===== config.mk =====
export PLATFORM = sky130hd
export DESIGN_NAME = ata_timing_mode_selector
export DESIGN_NICKNAME = d
export VERILOG_FILES = /design/src/rtl/atams_pkg.sv /design/src/rtl/atams_ctrl.sv /design/src/rtl/atams_dp.sv /design/src/rtl/ata_timing_mode_selector.sv
export SDC_FILE = /design/constraint.sdc
export NUM_CORES = 1
export LEC_CHECK = 0
export BUFFER_PORTS_ARGS = -buffer_cell sky130_fd_sc_hd__buf_2
export CAP_MARGIN = 0
export CORE_UTILIZATION = 31
export CTS_CLUSTER_SIZE = 20
export DETAILED_ROUTE_END_ITERATION = 12
export PLACE_DENSITY = 0.59
export SYNTH_ARGS = -nofsm -noshare
export SYNTH_HDL_FRONTEND = slang
export SYNTH_HIERARCHICAL = 1
export SYNTH_SLANG_ARGS = --single-unit

===== constraint.sdc =====
create_clock -name clk -period 10.59 [get_ports clk]
set_input_delay 1.5885 -clock clk [delete_from_list [all_inputs] [get_ports clk]]
set_output_delay 1.5885 -clock clk [all_outputs]
set_load 0.005 [all_outputs]

===== src/rtl/atams_pkg.sv =====
// Shared types, constants, tables and helper functions of the ATA timing mode selector.
package atams_pkg;

    typedef struct packed {
        logic        func;
        logic        unit;
        logic [15:0] pio_mode_bits;
        logic [15:0] pio_cycle_ns;
        logic [15:0] mwdma_mode_bits;
        logic [15:0] mwdma_cycle_ns;
        logic [15:0] udma_mode_bits;
        logic        use_dma;
    } in_t;

    typedef struct packed {
        logic        status;
        logic [7:0]  pio_timing_code;
        logic [7:0]  dma_timing_code;
        logic [7:0]  udma_reg_value;
        logic [15:0] pio_mode_out;
        logic [15:0] pio_cycle_out;
        logic [15:0] dma_mode_out;
        logic [15:0] dma_cycle_out;
        logic [15:0] udma_mode_out;
        logic        timing_write;
        logic [7:0]  timing_write_value;
    } out_t;

    typedef enum logic [0:0] {
        ST_IDLE,
        ST_EXEC
    } state_t;

    typedef struct packed {
        logic load;
        logic exec;
    } cmd_t;

    localparam logic FUNC_CONFIG  = 1'b0;
    localparam logic FUNC_COMMAND = 1'b1;

    localparam logic STATUS_OK     = 1'b0;
    localparam logic STATUS_REJECT = 1'b1;

    localparam int NUM_UNITS = 2;

    localparam logic [15:0] PIO_SUPPORTED_MASK = 16'h001F;
    localparam logic [15:0] DMA_SUPPORTED_MASK = 16'h0007;
    localparam logic [3:0]  MODE_NONE          = 4'd8;
    localparam logic [3:0]  PIO_MAX_MODE       = 4'd4;

    localparam logic [7:0]  RST_PIO_CODE   = 8'h6d;
    localparam logic [7:0]  RST_DMA_CODE   = 8'h88;
    localparam logic [7:0]  RST_ULTRA_CODE = 8'h00;
    localparam logic [15:0] RST_PIO_MODE   = 16'h0001;
    localparam logic [15:0] RST_PIO_CYCLE  = 16'd600;
    localparam logic [15:0] RST_DMA_MODE   = 16'h0001;
    localparam logic [15:0] RST_DMA_CYCLE  = 16'd480;
    localparam logic [15:0] RST_UDMA_MODE  = 16'h0000;
    localparam logic [7:0]  RST_PROG_CODE  = 8'h6d;
    localparam logic [7:0]  NO_DMA_CODE    = 8'h00;

    localparam int PIO_TAB_LEN = 12;
    localparam int MW_TAB_LEN  = 9;

    localparam logic [7:0] PIO_TAB_CODE [PIO_TAB_LEN] = '{
        8'h00, 8'h6d, 8'h57, 8'h65, 8'h55, 8'h54, 8'h44, 8'h44, 8'h33, 8'h32, 8'h31, 8'h3F};
    localparam logic [15:0] PIO_TAB_NS [PIO_TAB_LEN] = '{
        16'd960, 16'd600, 16'd390, 16'd360, 16'd330, 16'd300,
        16'd270, 16'd240, 16'd210, 16'd180, 16'd150, 16'd120};
    localparam logic [7:0] MW_TAB_CODE [MW_TAB_LEN] = '{
        8'h00, 8'h88, 8'h65, 8'h44, 8'h43, 8'h42, 8'h32, 8'h31, 8'h3F};
    localparam logic [15:0] MW_TAB_NS [MW_TAB_LEN] = '{
        16'd960, 16'd480, 16'd360, 16'd270, 16'd240, 16'd210, 16'd180, 16'd150, 16'd120};

    // Highest set bit among bits 7..0, MODE_NONE when none is set.
    function automatic logic [3:0] mode_number(input logic [15:0] bits);
        logic [3:0] n;
        n = MODE_NONE;
        for (int i = 0; i < 8; i++) begin
            if (bits[i]) begin
                n = 4'(i);
            end
        end
        return n;
    endfunction

    function automatic logic [15:0] min_pio_ns(input logic [3:0] mode);
        logic [15:0] ns;
        case (mode)
            4'd0:    ns = 16'd600;
            4'd1:    ns = 16'd383;
            4'd2:    ns = 16'd240;
            4'd3:    ns = 16'd180;
            default: ns = 16'd120;
        endcase
        return ns;
    endfunction

    function automatic logic [15:0] min_mw_ns(input logic [3:0] mode);
        logic [15:0] ns;
        case (mode)
            4'd1:    ns = 16'd150;
            4'd2:    ns = 16'd120;
            default: ns = 16'd480;
        endcase
        return ns;
    endfunction

    function automatic logic [7:0] ultra_code_of(input logic unit, input logic [3:0] mode);
        logic [7:0] c;
        case (mode)
            4'd0:    c = unit ? 8'hC2 : 8'h31;
            4'd1:    c = unit ? 8'h82 : 8'h21;
            default: c = unit ? 8'h42 : 8'h11;
        endcase
        return c;
    endfunction

    // Fastest code whose cycle time is not below the request; the slowest entry otherwise.
    function automatic logic [7:0] pio_search(input logic [15:0] want);
        logic [7:0] c;
        c = PIO_TAB_CODE[0];
        for (int i = 0; i < PIO_TAB_LEN; i++) begin
            if (want <= PIO_TAB_NS[i]) begin
                c = PIO_TAB_CODE[i];
            end
        end
        return c;
    endfunction

    function automatic logic [7:0] mw_search(input logic [15:0] want);
        logic [7:0] c;
        c = MW_TAB_CODE[0];
        for (int i = 0; i < MW_TAB_LEN; i++) begin
            if (want <= MW_TAB_NS[i]) begin
                c = MW_TAB_CODE[i];
            end
        end
        return c;
    endfunction

endpackage


===== src/rtl/atams_ctrl.sv =====
// Controller state machine that sequences one item through the datapath.
module atams_ctrl (
    input  logic                clk,
    input  logic                rst_n,
    input  logic                start,
    output logic                busy,
    output atams_pkg::cmd_t     cmd
);
    import atams_pkg::*;

    state_t state_reg;
    state_t state_next;

    always_ff @(posedge clk or negedge rst_n)
    begin
        if (!rst_n)
        begin
            state_reg <= ST_IDLE;
        end
        else
        begin
            state_reg <= state_next;
        end
    end

    always_comb
    begin
        state_next = state_reg;
        unique case (state_reg)
            ST_IDLE:
            begin
                if (start)
                begin
                    state_next = ST_EXEC;
                end
            end
            ST_EXEC:
            begin
                state_next = ST_IDLE;
            end
            default:
            begin
                state_next = ST_IDLE;
            end
        endcase
    end

    always_comb
    begin
        cmd  = '0;
        busy = 1'b0;
        unique case (state_reg)
            ST_IDLE:
            begin
                cmd.load = start;
            end
            ST_EXEC:
            begin
                busy     = 1'b1;
                cmd.exec = 1'b1;
            end
            default:
            begin
                busy = 1'b0;
            end
        endcase
    end

endmodule


===== src/rtl/atams_dp.sv =====
// Datapath: per-unit timing state, mode checks, table searches and the result register.
module atams_dp (
    input  logic                clk,
    input  logic                rst_n,
    input  atams_pkg::cmd_t     cmd,
    input  atams_pkg::in_t      item,
    output logic                done,
    output atams_pkg::out_t     result
);
    import atams_pkg::*;

    in_t         item_reg;
    out_t        result_reg;
    out_t        result_next;
    logic        done_reg;

    logic [7:0]  pio_code_reg        [NUM_UNITS];
    logic [7:0]  dma_code_reg        [NUM_UNITS];
    logic [7:0]  ultra_code_reg      [NUM_UNITS];
    logic [15:0] pio_mode_saved_reg  [NUM_UNITS];
    logic [15:0] pio_cycle_saved_reg [NUM_UNITS];
    logic [15:0] dma_mode_saved_reg  [NUM_UNITS];
    logic [15:0] dma_cycle_saved_reg [NUM_UNITS];
    logic [15:0] udma_mode_saved_reg [NUM_UNITS];
    logic [7:0]  prog_code_reg       [NUM_UNITS];

    logic        u;
    logic        cfg_ok;
    logic        cfg_upd;
    logic [3:0]  pn;
    logic [3:0]  dn;
    logic [3:0]  un;
    logic [15:0] pc_raised;
    logic [15:0] pio_min;
    logic [15:0] dc_raised;
    logic [15:0] dma_min;
    logic        dma_req;
    logic        udma_req;

    logic [7:0]  pio_code_next;
    logic [7:0]  dma_code_next;
    logic [7:0]  ultra_code_next;
    logic [15:0] pio_mode_next;
    logic [15:0] pio_cycle_next;
    logic [15:0] dma_mode_next;
    logic [15:0] dma_cycle_next;
    logic [15:0] udma_mode_next;
    logic [7:0]  prog_code_next;
    logic        wr;
    logic [7:0]  cmd_code;

    always_ff @(posedge clk)
    begin
        if (cmd.load)
        begin
            item_reg <= item;
        end
        if (cmd.exec)
        begin
            result_reg <= result_next;
        end
    end

    assign u        = item_reg.unit;
    assign dma_req  = (item_reg.mwdma_mode_bits != '0);
    assign udma_req = (item_reg.udma_mode_bits != '0);
    assign pn       = mode_number(item_reg.pio_mode_bits);
    assign dn       = mode_number(item_reg.mwdma_mode_bits);
    assign un       = mode_number(item_reg.udma_mode_bits);

    // The checks are combined with AND, so any one failure rejects the item.
    assign cfg_ok = ((item_reg.pio_mode_bits & PIO_SUPPORTED_MASK) != '0)
                 && ((item_reg.udma_mode_bits & ~DMA_SUPPORTED_MASK) == '0)
                 && ((item_reg.mwdma_mode_bits & ~DMA_SUPPORTED_MASK) == '0)
                 && !(dma_req && udma_req)
                 && (pn <= PIO_MAX_MODE);

    assign cfg_upd   = (item_reg.func == FUNC_CONFIG) && cfg_ok;
    assign pio_min   = min_pio_ns(pn);
    assign pc_raised = (item_reg.pio_cycle_ns < pio_min) ? pio_min : item_reg.pio_cycle_ns;
    assign dma_min   = min_mw_ns(dn);
    assign dc_raised = (item_reg.mwdma_cycle_ns < dma_min) ? dma_min : item_reg.mwdma_cycle_ns;

    always_comb
    begin
        pio_code_next   = pio_code_reg[u];
        dma_code_next   = dma_code_reg[u];
        ultra_code_next = ultra_code_reg[u];
        pio_mode_next   = pio_mode_saved_reg[u];
        pio_cycle_next  = pio_cycle_saved_reg[u];
        dma_mode_next   = dma_mode_saved_reg[u];
        dma_cycle_next  = dma_cycle_saved_reg[u];
        udma_mode_next  = udma_mode_saved_reg[u];
        prog_code_next  = prog_code_reg[u];
        wr              = 1'b0;
        cmd_code        = item_reg.use_dma ? dma_code_reg[u] : pio_code_reg[u];

        if (cfg_upd)
        begin
            pio_code_next   = pio_search(pc_raised);
            dma_code_next   = dma_req ? mw_search(dc_raised) : NO_DMA_CODE;
            ultra_code_next = udma_req ? ultra_code_of(u, un) : RST_ULTRA_CODE;
            pio_mode_next   = item_reg.pio_mode_bits;
            pio_cycle_next  = pc_raised;
            dma_mode_next   = item_reg.mwdma_mode_bits;
            dma_cycle_next  = dma_req ? dc_raised : '0;
            udma_mode_next  = item_reg.udma_mode_bits;
        end

        // An ultra DMA command leaves the active/recovery register alone.
        if ((item_reg.func == FUNC_COMMAND)
            && !(item_reg.use_dma && (udma_mode_saved_reg[u] != '0))
            && (cmd_code != prog_code_reg[u]))
        begin
            wr             = 1'b1;
            prog_code_next = cmd_code;
        end
    end

    always_comb
    begin
        result_next.status = ((item_reg.func == FUNC_CONFIG) && !cfg_ok)
                           ? STATUS_REJECT : STATUS_OK;
        result_next.pio_timing_code    = pio_code_next;
        result_next.dma_timing_code    = dma_code_next;
        result_next.udma_reg_value     = ultra_code_next | ultra_code_reg[~u];
        result_next.pio_mode_out       = pio_mode_next;
        result_next.pio_cycle_out      = pio_cycle_next;
        result_next.dma_mode_out       = dma_mode_next;
        result_next.dma_cycle_out      = dma_cycle_next;
        result_next.udma_mode_out      = udma_mode_next;
        result_next.timing_write       = wr;
        result_next.timing_write_value = wr ? cmd_code : '0;
    end

    always_ff @(posedge clk or negedge rst_n)
    begin
        if (!rst_n)
        begin
            done_reg <= 1'b0;
            for (int i = 0; i < NUM_UNITS; i++)
            begin
                pio_code_reg[i]        <= RST_PIO_CODE;
                dma_code_reg[i]        <= RST_DMA_CODE;
                ultra_code_reg[i]      <= RST_ULTRA_CODE;
                pio_mode_saved_reg[i]  <= RST_PIO_MODE;
                pio_cycle_saved_reg[i] <= RST_PIO_CYCLE;
                dma_mode_saved_reg[i]  <= RST_DMA_MODE;
                dma_cycle_saved_reg[i] <= RST_DMA_CYCLE;
                udma_mode_saved_reg[i] <= RST_UDMA_MODE;
                prog_code_reg[i]       <= RST_PROG_CODE;
            end
        end
        else
        begin
            done_reg <= cmd.exec;
            if (cmd.exec)
            begin
                pio_code_reg[u]        <= pio_code_next;
                dma_code_reg[u]        <= dma_code_next;
                ultra_code_reg[u]      <= ultra_code_next;
                pio_mode_saved_reg[u]  <= pio_mode_next;
                pio_cycle_saved_reg[u] <= pio_cycle_next;
                dma_mode_saved_reg[u]  <= dma_mode_next;
                dma_cycle_saved_reg[u] <= dma_cycle_next;
                udma_mode_saved_reg[u] <= udma_mode_next;
                prog_code_reg[u]       <= prog_code_next;
            end
        end
    end

    assign done   = done_reg;
    assign result = result_reg;

endmodule


===== src/rtl/ata_timing_mode_selector.sv =====
// Top level of the ATA timing mode selector: controller, datapath and assertions.
//
// Usage: present an item on item and raise start; the item is taken at the
// rising edge where start is high and busy is low. A configure item checks
// and stores the PIO, multiword DMA and ultra DMA timing of one of two
// units; a command item picks the PIO or DMA code of the unit and flags
// whether the active/recovery register must be rewritten.
// Every item gives exactly one result on result, marked by done for one
// cycle. After the accepting edge the item passes through the controller's
// execute state, where the mode checks and the table comparators run, and
// is then captured in the result register. busy is high during the execute
// state only, so a new item cannot be taken until the execute state ends.
// The receiver cannot stall; a result is held only until the next item executes.
// Reset puts both units at PIO mode 0 and multiword DMA mode 0 timing,
// with no ultra DMA mode and the PIO code as the programmed register value.
module ata_timing_mode_selector (
    input  logic               clk,
    input  logic               rst_n,
    input  logic               start,
    output logic               busy,
    input  atams_pkg::in_t     item,
    output logic               done,
    output atams_pkg::out_t    result
);
    import atams_pkg::*;

    cmd_t cmd;

    atams_ctrl u_ctrl (
        .clk   (clk),
        .rst_n (rst_n),
        .start (start),
        .busy  (busy),
        .cmd   (cmd)
    );

    atams_dp u_dp (
        .clk    (clk),
        .rst_n  (rst_n),
        .cmd    (cmd),
        .item   (item),
        .done   (done),
        .result (result)
    );

    // An accepted item makes the block busy in the following cycle.
    a_accept_busy: assert property (@(posedge clk) disable iff (!rst_n)
        (start && !busy) |=> busy)
        else $error("accepted item did not make the block busy");

    a_busy_done: assert property (@(posedge clk) disable iff (!rst_n)
        busy |=> (done && !busy))
        else $error("execute cycle not followed by a result");

    a_done_src: assert property (@(posedge clk) disable iff (!rst_n)
        done |-> $past(busy))
        else $error("result without an executed item");

    a_write_ok: assert property (@(posedge clk) disable iff (!rst_n)
        (done && result.timing_write) |-> (result.status == STATUS_OK))
        else $error("register write reported with a reject status");

    a_write_val: assert property (@(posedge clk) disable iff (!rst_n)
        (done && !result.timing_write) |-> (result.timing_write_value == '0))
        else $error("write value set without a register write");

endmodule


==> impl_metrics.py, run 1 <==
metrics = {
    "sta": {
        "hold_violations": 0,
        "slew_headroom": 0.218,
        "fmax_ghz": 0.197,
        "fin_crit_sh": 0.480,
        "tightestPinTransition_ns": 1.16,
        "setup_violations": 0,
        "fin_worst_skew_ns": 0.0266,
        "fin_crit_ns": 5.08,
        "fin_tns_setup_ns": 0,
        "rsz0062_at_grt": "false",
        "final_max_slew_viol_count": 0,
    },
    "global_route": {
        "grt_max_degree": 129,
        "overflow": 0,
        "grt_pass1_wl_mm": 80.7,
        "grt_pass1_vias": 13394,
        "grt.total_usage": 0.171,
        "antenna_found_initial": 3,
    },
    "placement": {
        "place_inst": 2588,
        "io_buffers": 201,
        "hpwl_mm": 35.5,
        "place_congestion": 0.867,
    },
    "yosys": {
        "syn_area_um2": 18800,
        "yosysSeqAreaShare": 0.618,
        "avgSynthCellArea_um2": 11.1,
        "yosysTopAreaCell": "edfxtp_1",
        "syn_inst": 1693,
        "ys_types": 77,
        "syn-num-nets": 1794,
        "synth_top_area_frac": 0.314,
        "synthTopCellsByArea": "edfxtp_1 31%, dfrtp_1 24%, o21ai_0 6.4%, dfstp_2 6.1%, nand2_1 5.9%",
        "async_reset_ff_frac": 0.534,
        "ys.flop_type": "edfxtp_1",
        "yosys_warnings": 6,
        "synth-edff-count": 197,
        "synth_seq_cells": 423,
    },
    "setup_path": {
        "crit_buf_inv": 1,
        "crit_arrival_ns": 5.37,
        "path_delay_family": "compound AO/OA/AOI/OAI gates",
        "cp.required_ns": 10.88,
        "startpoint_type": "register",
        "crit_fanout": 18,
        "cp_cell_sequence": "nor4_2 > and3_1 > inv_1 > ha_1 > nand4bb_1 > a211oi_1 > a211o_1 > nand2b_1 > a2111oi_0 > nor2_1 > a221oi_1 > a21oi_1",
        "crit_type": "register to register",
        "cpPeakStageDelay_ns": 0.70,
        "cp-end-kind": "register",
        "cp_slowest_cell": "a211o_1",
    },
    "die": {
        "core_um2": 59500,
        "die_w_um": 248,
        "start_util": 0.316,
        "rows": 89,
        "die_h_um": 248,
        "ios": 202,
        "dieArea_um2": 61700,
    },
    "finish": {
        "final-instance-count-excl-fill": 2676,
        "fillers": 5853,
        "multi_input_area_um2": 6460,
        "fin_util": 0.373,
        "area_growth_pct": 17.9,
        "layout-drive-gt1-share": 0.225,
        "regArea_um2": 11600,
        "largest_register_ffs": 114,
        "nets": 1965,
    },
    "routing": {
        "drtIter0Drc": 1046,
        "drt_wl_total_mm": 52.6,
        "drc": 0,
        "ant_nets": 0,
        "vias": 13451,
        "wl_met1_mm": 24.6,
        "via_per_inst": 5.03,
        "dr.max_layer_used": "met5",
        "met3_length_mm": 2.54,
        "firstDrtPassIters": 5,
        "wl_met2_mm": 24.4,
        "detail_route.wl_per_cell_um": 19.7,
    },
    "clock_network": {
        "ctsResizeCount": 0,
        "root_buffer": "clkbuf_16",
        "cts_setup_buffers": 0,
        "path_clk_slew_ns": 0.06,
        "ctsLongestPathBuffers": 3,
        "clkLatencyLatePin_ns": 0.59,
        "cts_tree": "built",
        "htree_num_levels": 2,
        "holdBufCountCts": 0,
        "clkSinkCount": 423,
        "cts_buffers": 47,
    },
    "hold_path": {
        "hold_class": "register to register",
    },
    "status": {
        "outcome": "completed",
    },
    "power": {
        "total_power_mw": 3.74,
        "vdd_ir_drop_max_uv": 99.0,
        "p_leak_nw": 9.89,
        "powerDensity_nw_per_um2": 168,
    },
    "run": {
        "drv_cap": 0,
    },
}
-- cells by family (layout without fill, tap and decap cells) --
| logic type | after synthesis | after routing | share of synthesized area |
|---|---|---|---|
| AOI/OAI and AO/OA | 383 | 383 | 0.117 |
| adders and majority gates | 15 | 15 | 0.00997 |
| other | 0 | 1 | 0 |
| and+or+nand+nor | 525 | 525 | 0.127 |
| xor gates and xnor gates | 8 | 8 | 0.00372 |
| buffers and inverters | 195 | 404 | 0.0398 |
| DFF | 423 | 423 | 0.618 |
| muxes | 144 | 144 | 0.0849 |
-- worst reg2reg max path, stage by stage, from the launching register on --
cell	delay, ns
edfxtp_1	0.45
nor4_2	0.59
and3_1	0.33
inv_1	0.16
ha_1	0.34
nand4bb_1	0.14
a211oi_1	0.40
a211o_1	0.70
nand2b_1	0.27
a2111oi_0	0.67
nor2_1	0.16
a221oi_1	0.54
a21oi_1	0.08
-- power by group --
part	internal, mW	switching [mW]
Sequential	1.78	0.0429
Clock	1.04	0.675
Combinational	0.0644	0.124
-- cell type report --
| type | instances | share of cell area |
|---|---|---|
| flip-flops and latches | 423 | 0.524 |
| repair buffers | 213 | 0.0504 |
| clock buffers | 60 | 0.0590 |
| multi-input cells | 1075 | 0.291 |
| clock inverters | 27 | 0.0139 |
| well taps | 773 | 0.0436 |
| inverters | 104 | 0.0176 |
| diodes | 1 | 0.000113 |
-- worst paths after layout --
check                                                  start                           end  slack, ns  cells after the start
worst max-delay path                       u_dp/item_reg[70]              u_dp/result[106]       5.51                     12
worst min-delay path            u_dp/dma_cycle_saved_reg[28]  u_dp/dma_cycle_saved_reg[28]       0.48                      2
worst max register to register             u_dp/item_reg[70]              u_dp/result[106]       5.51                     12
worst min register to register  u_dp/dma_cycle_saved_reg[28]  u_dp/dma_cycle_saved_reg[28]       0.48                      2
max in group asynchronous                              rst_n   u_dp/pio_mode_saved_reg[19]       7.30                      3
min in group asynchronous                              rst_n                     u_dp/done       0.94                      1
-- through the flow --
| step | instance area, um^2 | worst slack [ns] | hold slack [ns] |
|---|---|---|---|
| 2_1_floorplan | 18800 | 6.70 | 0.444 |
| 3_3_place_gp | 20600 | 5.76 | 0.455 |
| 3_5_place_dp | 20600 | 5.70 | 0.469 |
| 4_1_cts | 22200 | 5.69 | 0.482 |
| 5_1_grt | 22200 | 5.10 | 0.494 |
| 6_report | 22200 | 5.51 | 0.478 |
-- synth_stat cells, drive strengths merged (9+ instances only) --
cell type,number
a211oi,13
a21oi,56
a31oi,9
and2,23
buf,20
clkbuf,71
dfrtp,182
dfstp,44
edfxtp,197
ha,15
inv,104
mux2,72
mux2i,67
nand2,294
nand2b,12
nand3,17
nand4,12
nor2,71
nor2b,10
nor3,24
nor4,23
o21ai,244
-- routing by layer --
metal | up-vias | track usage
met1 | 6704 | 0.243
li1 | 6341 | -
met3 | 71 | 0.0290
met5 | - | 0
met4 | 2 | 0.0441
met2 | 333 | 0.271
-- placed cells by master, fill, tap and decap left out, types with 24 or more instances in the layout --
| cell type | netlist | routed |
|---|---|---|
| o21ai_0 | 242 | 242 |
| nor3_1 | 24 | 24 |
| nor2_1 | 71 | 71 |
| mux2i_1 | 67 | 67 |
| clkbuf_16 | 0 | 51 |
| buf_2 | 7 | 200 |
| a21oi_1 | 56 | 56 |
| dfrtp_1 | 182 | 181 |
| dfstp_2 | 44 | 44 |
| inv_1 | 104 | 104 |
| edfxtp_1 | 197 | 197 |
| mux2_2 | 71 | 71 |
| nand2_1 | 294 | 292 |
(Power assumes the default switching activity.)
==> run 2, diff against run 1 <==
- ABC_AREA: not set -> 1
- PLACE_DENSITY: 0.59 -> 0.58
- clock period: 10.59 -> 5 ns (I/O delays scaled with it)
==> impl_metrics.py, run 2 <==
metrics = {
    "status": {
        "outcome": "completed",
    },
    "setup_path": {
        "startpoint_type": "register",
        "crit_type": "register to register",
        "cp.required_ns": 5.32,
        "crit_arrival_ns": 4.34,
        "reg2reg_to": "u_dp/result[109]",
        "crit_fanout": 15,
        "worstRegToRegCells": 19,
        "reg2reg_from": "u_dp/item_reg[70]",
        "cp-end-kind": "register",
        "worst-r2r-setup-slack_ns": 0.98,
    },
    "global_route": {
        "grt_pass1_vias": 14807,
        "antenna_found_initial": 0,
        "grt_pass1_wl_mm": 84.3,
        "grt_max_degree": 151,
        "overflow": 0,
        "grt.total_usage": 0.170,
    },
    "routing": {
        "drt_wl_total_mm": 54.1,
        "dr.max_layer_used": "met4",
        "via_per_inst": 4.72,
        "drtIter0Drc": 1009,
        "ant_nets": 0,
        "vias": 15123,
        "wl_met2_mm": 25.2,
        "drc": 0,
        "met3_length_mm": 2.51,
        "wl_met1_mm": 25.0,
        "firstDrtPassIters": 6,
        "detail_route.wl_per_cell_um": 16.9,
    },
    "power": {
        "total_power_mw": 8.16,
        "p_leak_nw": 10.2,
        "vdd_ir_drop_max_uv": 222,
        "powerDensity_nw_per_um2": 359,
    },
    "clock_network": {
        "cts_buffers": 48,
        "clkLatencyLatePin_ns": 0.59,
        "clkSinkCount": 423,
        "ctsResizeCount": 0,
        "root_buffer": "clkbuf_16",
        "path_clk_slew_ns": 0.06,
        "cts_tree": "built",
        "cts_setup_buffers": 0,
        "ctsLongestPathBuffers": 3,
        "htree_num_levels": 2,
        "holdBufCountCts": 0,
    },
    "sta": {
        "setup_slack_ns": 0.978,
        "final_max_slew_viol_count": 0,
        "fin_crit_sh": 0.804,
        "fmax_ghz": 0.249,
        "hold_violations": 0,
        "holdWs_ns": 0.150,
        "rsz0062_at_grt": "false",
        "fin_tns_setup_ns": 0,
        "setup_violations": 0,
        "slew_headroom": 0.258,
        "fin_worst_skew_ns": 0.0177,
        "tightestPinTransition_ns": 1.11,
        "fin_crit_ns": 4.02,
    },
    "yosys": {
        "synthTopCellsByArea": "edfxtp_1 31%, dfrtp_1 24%, nand2_1 15%, dfstp_2 6.0%, o21ai_0 5.4%",
        "synth-edff-count": 197,
        "yosysTopAreaCell": "edfxtp_1",
        "yosys_warnings": 6,
        "async_reset_ff_frac": 0.534,
        "syn-num-nets": 2247,
        "ys_types": 52,
        "synth_seq_cells": 423,
        "syn_area_um2": 19300,
        "avgSynthCellArea_um2": 9.00,
        "synth_top_cells_by_count": "748 x nand2_1, 207 x o21ai_0, 197 x edfxtp_1, 183 x inv_1, 182 x dfrtp_1",
        "synth_top_area_frac": 0.306,
        "yosysSeqAreaShare": 0.602,
        "ys.flop_type": "edfxtp_1",
        "syn_inst": 2146,
        "yosysMostFrequentCell": "nand2_1",
    },
    "placement": {
        "hpwl_mm": 36.0,
        "place_congestion": 0.863,
        "place_area_um2": 21200,
        "dp_slack_ns": 1.06,
        "io_buffers": 201,
        "place_inst": 3112,
    },
    "die": {
        "rows": 91,
        "dieArea_um2": 63300,
        "die_w_um": 252,
        "core_um2": 61600,
        "die_h_um": 252,
        "ios": 202,
        "start_util": 0.314,
    },
    "finish": {
        "final_cell_mix": "746 x nand2_1, 207 x o21ai_0, 200 x buf_2",
        "layout-drive-gt1-share": 0.177,
        "final_common_cell": "nand2_1",
        "final-instance-count-excl-fill": 3203,
        "area_growth_pct": 17.6,
        "final_area_um2": 22700,
        "largest_register_ffs": 114,
        "nets": 2426,
        "fin_util": 0.369,
    },
    "hold_path": {
        "hold_class": "input pin to async pin",
    },
    "run": {
        "drv_cap": 0,
    },
}
## run 2: changes by cell type after synthesis, moves of 22 or more
cell / before / now
nor2_1: 71 / 153
inv_1: 104 / 183
mux2i_1: 67 / 13
nand2_1: 294 / 748
and2_1: 22 / 0
nand3_1: 17 / 72
mux2_2: 71 / 0
nand2_2: 0 / 29
o21ai_0: 242 / 207
## run 2: worst max path at each step
stage	slack, ns	end	start	cells past startpoint
6_report	0.98	u_dp/result[109]	u_dp/item_reg[70]	19
5_1_grt	0.63	u_dp/pio_code_reg[8]	u_dp/item_reg[70]	22
4_1_cts	1.03	u_dp/result[105]	u_dp/item_reg[70]	21
3_5_place_dp	1.06	u_dp/result[105]	u_dp/item_reg[70]	21
3_3_place_gp	1.13	u_dp/result[107]	u_dp/item_reg[70]	21
2_1_floorplan	1.65	u_dp/result[107]	u_dp/item_reg[70]	21
## run 2: where the power goes
| group | switching (mW) | leakage [nW] | internal, mW |
|---|---|---|---|
| sequential | 0.112 | 4.82 | 3.92 |
| combinational | 0.511 | 4.64 | 0.235 |
| clock | 1.48 | 0.728 | 1.90 |
## run 2: metal layers
layer	vias up	track usage
li1	7346	-
met1	7269	0.233
met2	418	0.277
met3	90	0.0253
met4	0	0.0557
met5	-	0
## run 2: cell families after synthesis
| family | after synthesis | share of synthesized area |
|---|---|---|
| xor+xnor | 6 | 0.00272 |
| flops | 423 | 0.602 |
| simple gates | 1077 | 0.230 |
| buf+inv | 294 | 0.0589 |
| compound gates | 318 | 0.0900 |
| fa+ha+maj | 15 | 0.00972 |
| mux | 13 | 0.00674 |
## run 2: final cells by class
cell class,instances,area [um^2]
Clock inverter,32,208
Clock buffer,58,1290
Tap cell,837,1050
Sequential cell,423,11600
Inverter,204,772
Timing Repair Buffer,219,1190
Antenna cell,1,2.50
Fill cell,6126,38900
Multi-Input combinational cell,1429,6580
## run 2: worst max-delay path, cell delays in order (launching register included)
cell	delay, ns
edfxtp_1	0.41
inv_2	0.11
nand2_2	0.06
nor2_4	0.11
nand2_2	0.07
nor3_1	0.38
inv_1	0.11
ha_1	0.35
a2111oi_4	0.66
nand2_4	0.24
nand2_1	0.11
nand2_1	0.18
nor2_2	0.18
nand3_1	0.10
nand2_1	0.09
nand3_1	0.10
nand2_2	0.12
nand2_1	0.07
nor2_2	0.19
a21boi_1	0.11
==> run 3, diff against run 2 <==
- clock period: 5 -> 3.9 ns (I/O delays scaled with it)
==> impl_metrics.py, run 3 (synthesized netlist as in run 2, its figures left out) <==
metrics = {
    "finish": {
        "largest_register_ffs": 114,
        "nets": 2443,
        "regArea_um2": 11600,
        "final_area_um2": 23100,
        "area_growth_pct": 19.7,
        "antenna_cells": 0,
        "multi_input_area_um2": 6810,
        "final_common_cell": "nand2_1",
        "final_cell_mix": "728 x nand2_1, 205 x o21ai_0, 200 x buf_2",
        "layout-drive-gt1-share": 0.198,
        "fillers": 6173,
    },
    "setup_path": {
        "reg2reg_to": "u_dp/result[98]",
        "worstRegToRegCells": 22,
        "crit_buf_inv": 4,
        "crit_fanout": 5,
        "worst-r2r-setup-slack_ns": 0.21,
        "cp_slowest_cell": "edfxtp_1",
        "path_delay_family": "simple AND/OR/NAND/NOR gates",
        "cpPeakStageDelay_ns": 0.41,
        "reg2reg_from": "u_dp/item_reg[35]",
        "path_common_cell": "nand2_1",
        "startpoint_type": "register",
        "cp_cell_sequence": "inv_1 > nand2_1 > nor3_2 > nor3_2 > nand2_2 > inv_2 > ha_1 > a21oi_1 > nor2_1 > a211oi_1 > nand2_1 > nand2_4 > nand3_4 > nand2_4 > nand2_1 > nor2_2 > buf_4 > nand3_1 > nand2_1 > o21ai_1 > a21oi_2 > inv_1",
        "crit_type": "register to register",
        "cp-end-kind": "register",
        "crit_arrival_ns": 4.01,
        "cp.required_ns": 4.22,
    },
    "clock_network": {
        "clkSinkCount": 423,
        "cts_buffers": 47,
        "clkLatencyLatePin_ns": 0.58,
        "htree_num_levels": 2,
        "root_buffer": "clkbuf_16",
        "path_clk_slew_ns": 0.06,
        "cts_tree": "built",
        "ctsLongestPathBuffers": 3,
    },
    "routing": {
        "vias": 15252,
        "detail_route.wl_per_cell_um": 17.1,
        "ant_nets": 0,
        "drtIter0Drc": 1190,
        "drc": 0,
        "firstDrtPassIters": 7,
        "drt_wl_total_mm": 55.0,
        "via_per_inst": 4.74,
    },
    "placement": {
        "place_area_um2": 21300,
        "place_congestion": 0.838,
        "io_buffers": 201,
        "hpwl_mm": 37.0,
        "dp_slack_ns": -0.0458,
    },
    "hold_path": {
        "min_to": "u_dp/item_reg[43]",
        "hold_class": "input pin to register",
        "min_from": "item[43]",
        "worstHoldPathCells": 1,
    },
    "sta": {
        "tightestPinTransition_ns": 1.05,
        "fin_tns_setup_ns": 0,
        "final_max_slew_viol_count": 0,
        "fin_crit_sh": 0.947,
        "holdWs_ns": 0.173,
        "fmax_ghz": 0.271,
        "fin_worst_skew_ns": 0.0189,
        "setup_violations": 0,
        "fin_crit_ns": 3.69,
        "hold_violations": 0,
        "slew_headroom": 0.301,
        "setup_slack_ns": 0.206,
    },
    "power": {
        "vdd_ir_drop_max_uv": 307,
        "powerDensity_nw_per_um2": 456,
        "p_leak_nw": 10.3,
    },
    "die": {
        "core_um2": 61600,
        "die_w_um": 252,
        "ios": 202,
        "die_h_um": 252,
        "rows": 91,
        "start_util": 0.314,
        "dieArea_um2": 63300,
    },
    "global_route": {
        "grt_pass1_vias": 14980,
        "grt.total_usage": 0.173,
        "grt_max_degree": 124,
        "grt_pass1_wl_mm": 85.7,
        "overflow": 0,
        "antenna_found_initial": 0,
    },
    "run": {
        "drv_cap": 0,
    },
    "status": {
        "outcome": "completed",
    },
}
-- run 3: how the worst max path moves through the flow --
stage	start	slack (ns)	cells past startpoint	endpoint
6_report	u_dp/item_reg[35]	0.21	22	u_dp/result[98]
5_1_grt	u_dp/item_reg[35]	-0.006	27	u_dp/dma_code_reg[0]
4_1_cts	u_dp/item_reg[36]	0.003	23	u_dp/result[98]
3_5_place_dp	u_dp/item_reg[37]	-0.05	23	u_dp/result[98]
3_3_place_gp	u_dp/item_reg[37]	-0.03	23	u_dp/result[98]
2_1_floorplan	u_dp/item_reg[70]	0.55	21	u_dp/result[107]
-- run 3: through the flow --
stage / utilization / std cells / power [mW]
after floorplan: - / 2146 / 5.79
after global placement: 0.346 / 3118 / 6.20
after detailed placement: 0.346 / 3118 / 6.23
after CTS: 0.370 / 3206 / 10.7
after global routing: 0.375 / 3216 / 11.0
final: 0.375 / 3216 / 10.5
-- run 3: metal layers --
layer  global-route usage  share of wire  vias up
li1                     -              -     7375
met1                0.235           0.45     7368
met2                0.283           0.47      428
met3               0.0259          0.049       81
met4               0.0549          0.026        0
met5                    0              0        -
-- run 3: worst reg2reg max path: cells and delay by family, from the launching register on --
family	cells	cell delay, ns
and+or+nand+nor	13	1.71
AOI/OAI and AO/OA	4	0.66
DFF	1	0.41
buffers and inverters	4	0.37
adders and majority gates	1	0.30
-- run 3: repair_timing --
action,4_1_cts,5_1_grt
pin swaps,1,10
hold buffers,1,0
resized for setup,1,65
buffers inserted,1,10
endpoints found under the hold margin,46,0
endpoints found under the setup margin,1,45
-- run 3: area by class of cell --
class                           count  share of cell area
Sequential cell                   423               0.503
Multi-Input combinational cell   1429               0.294
Timing Repair Buffer              237              0.0590
Clock buffer                       61              0.0549
Tap cell                          837              0.0453
Inverter                          204              0.0337
Clock inverter                     25             0.00985
-- run 3: report_power, final --
group / total (mW) / internal, mW / switching, mW
clock: 4.38 / 2.55 / 1.82
sequential: 5.17 / 5.03 / 0.144
combinational: 0.987 / 0.321 / 0.666
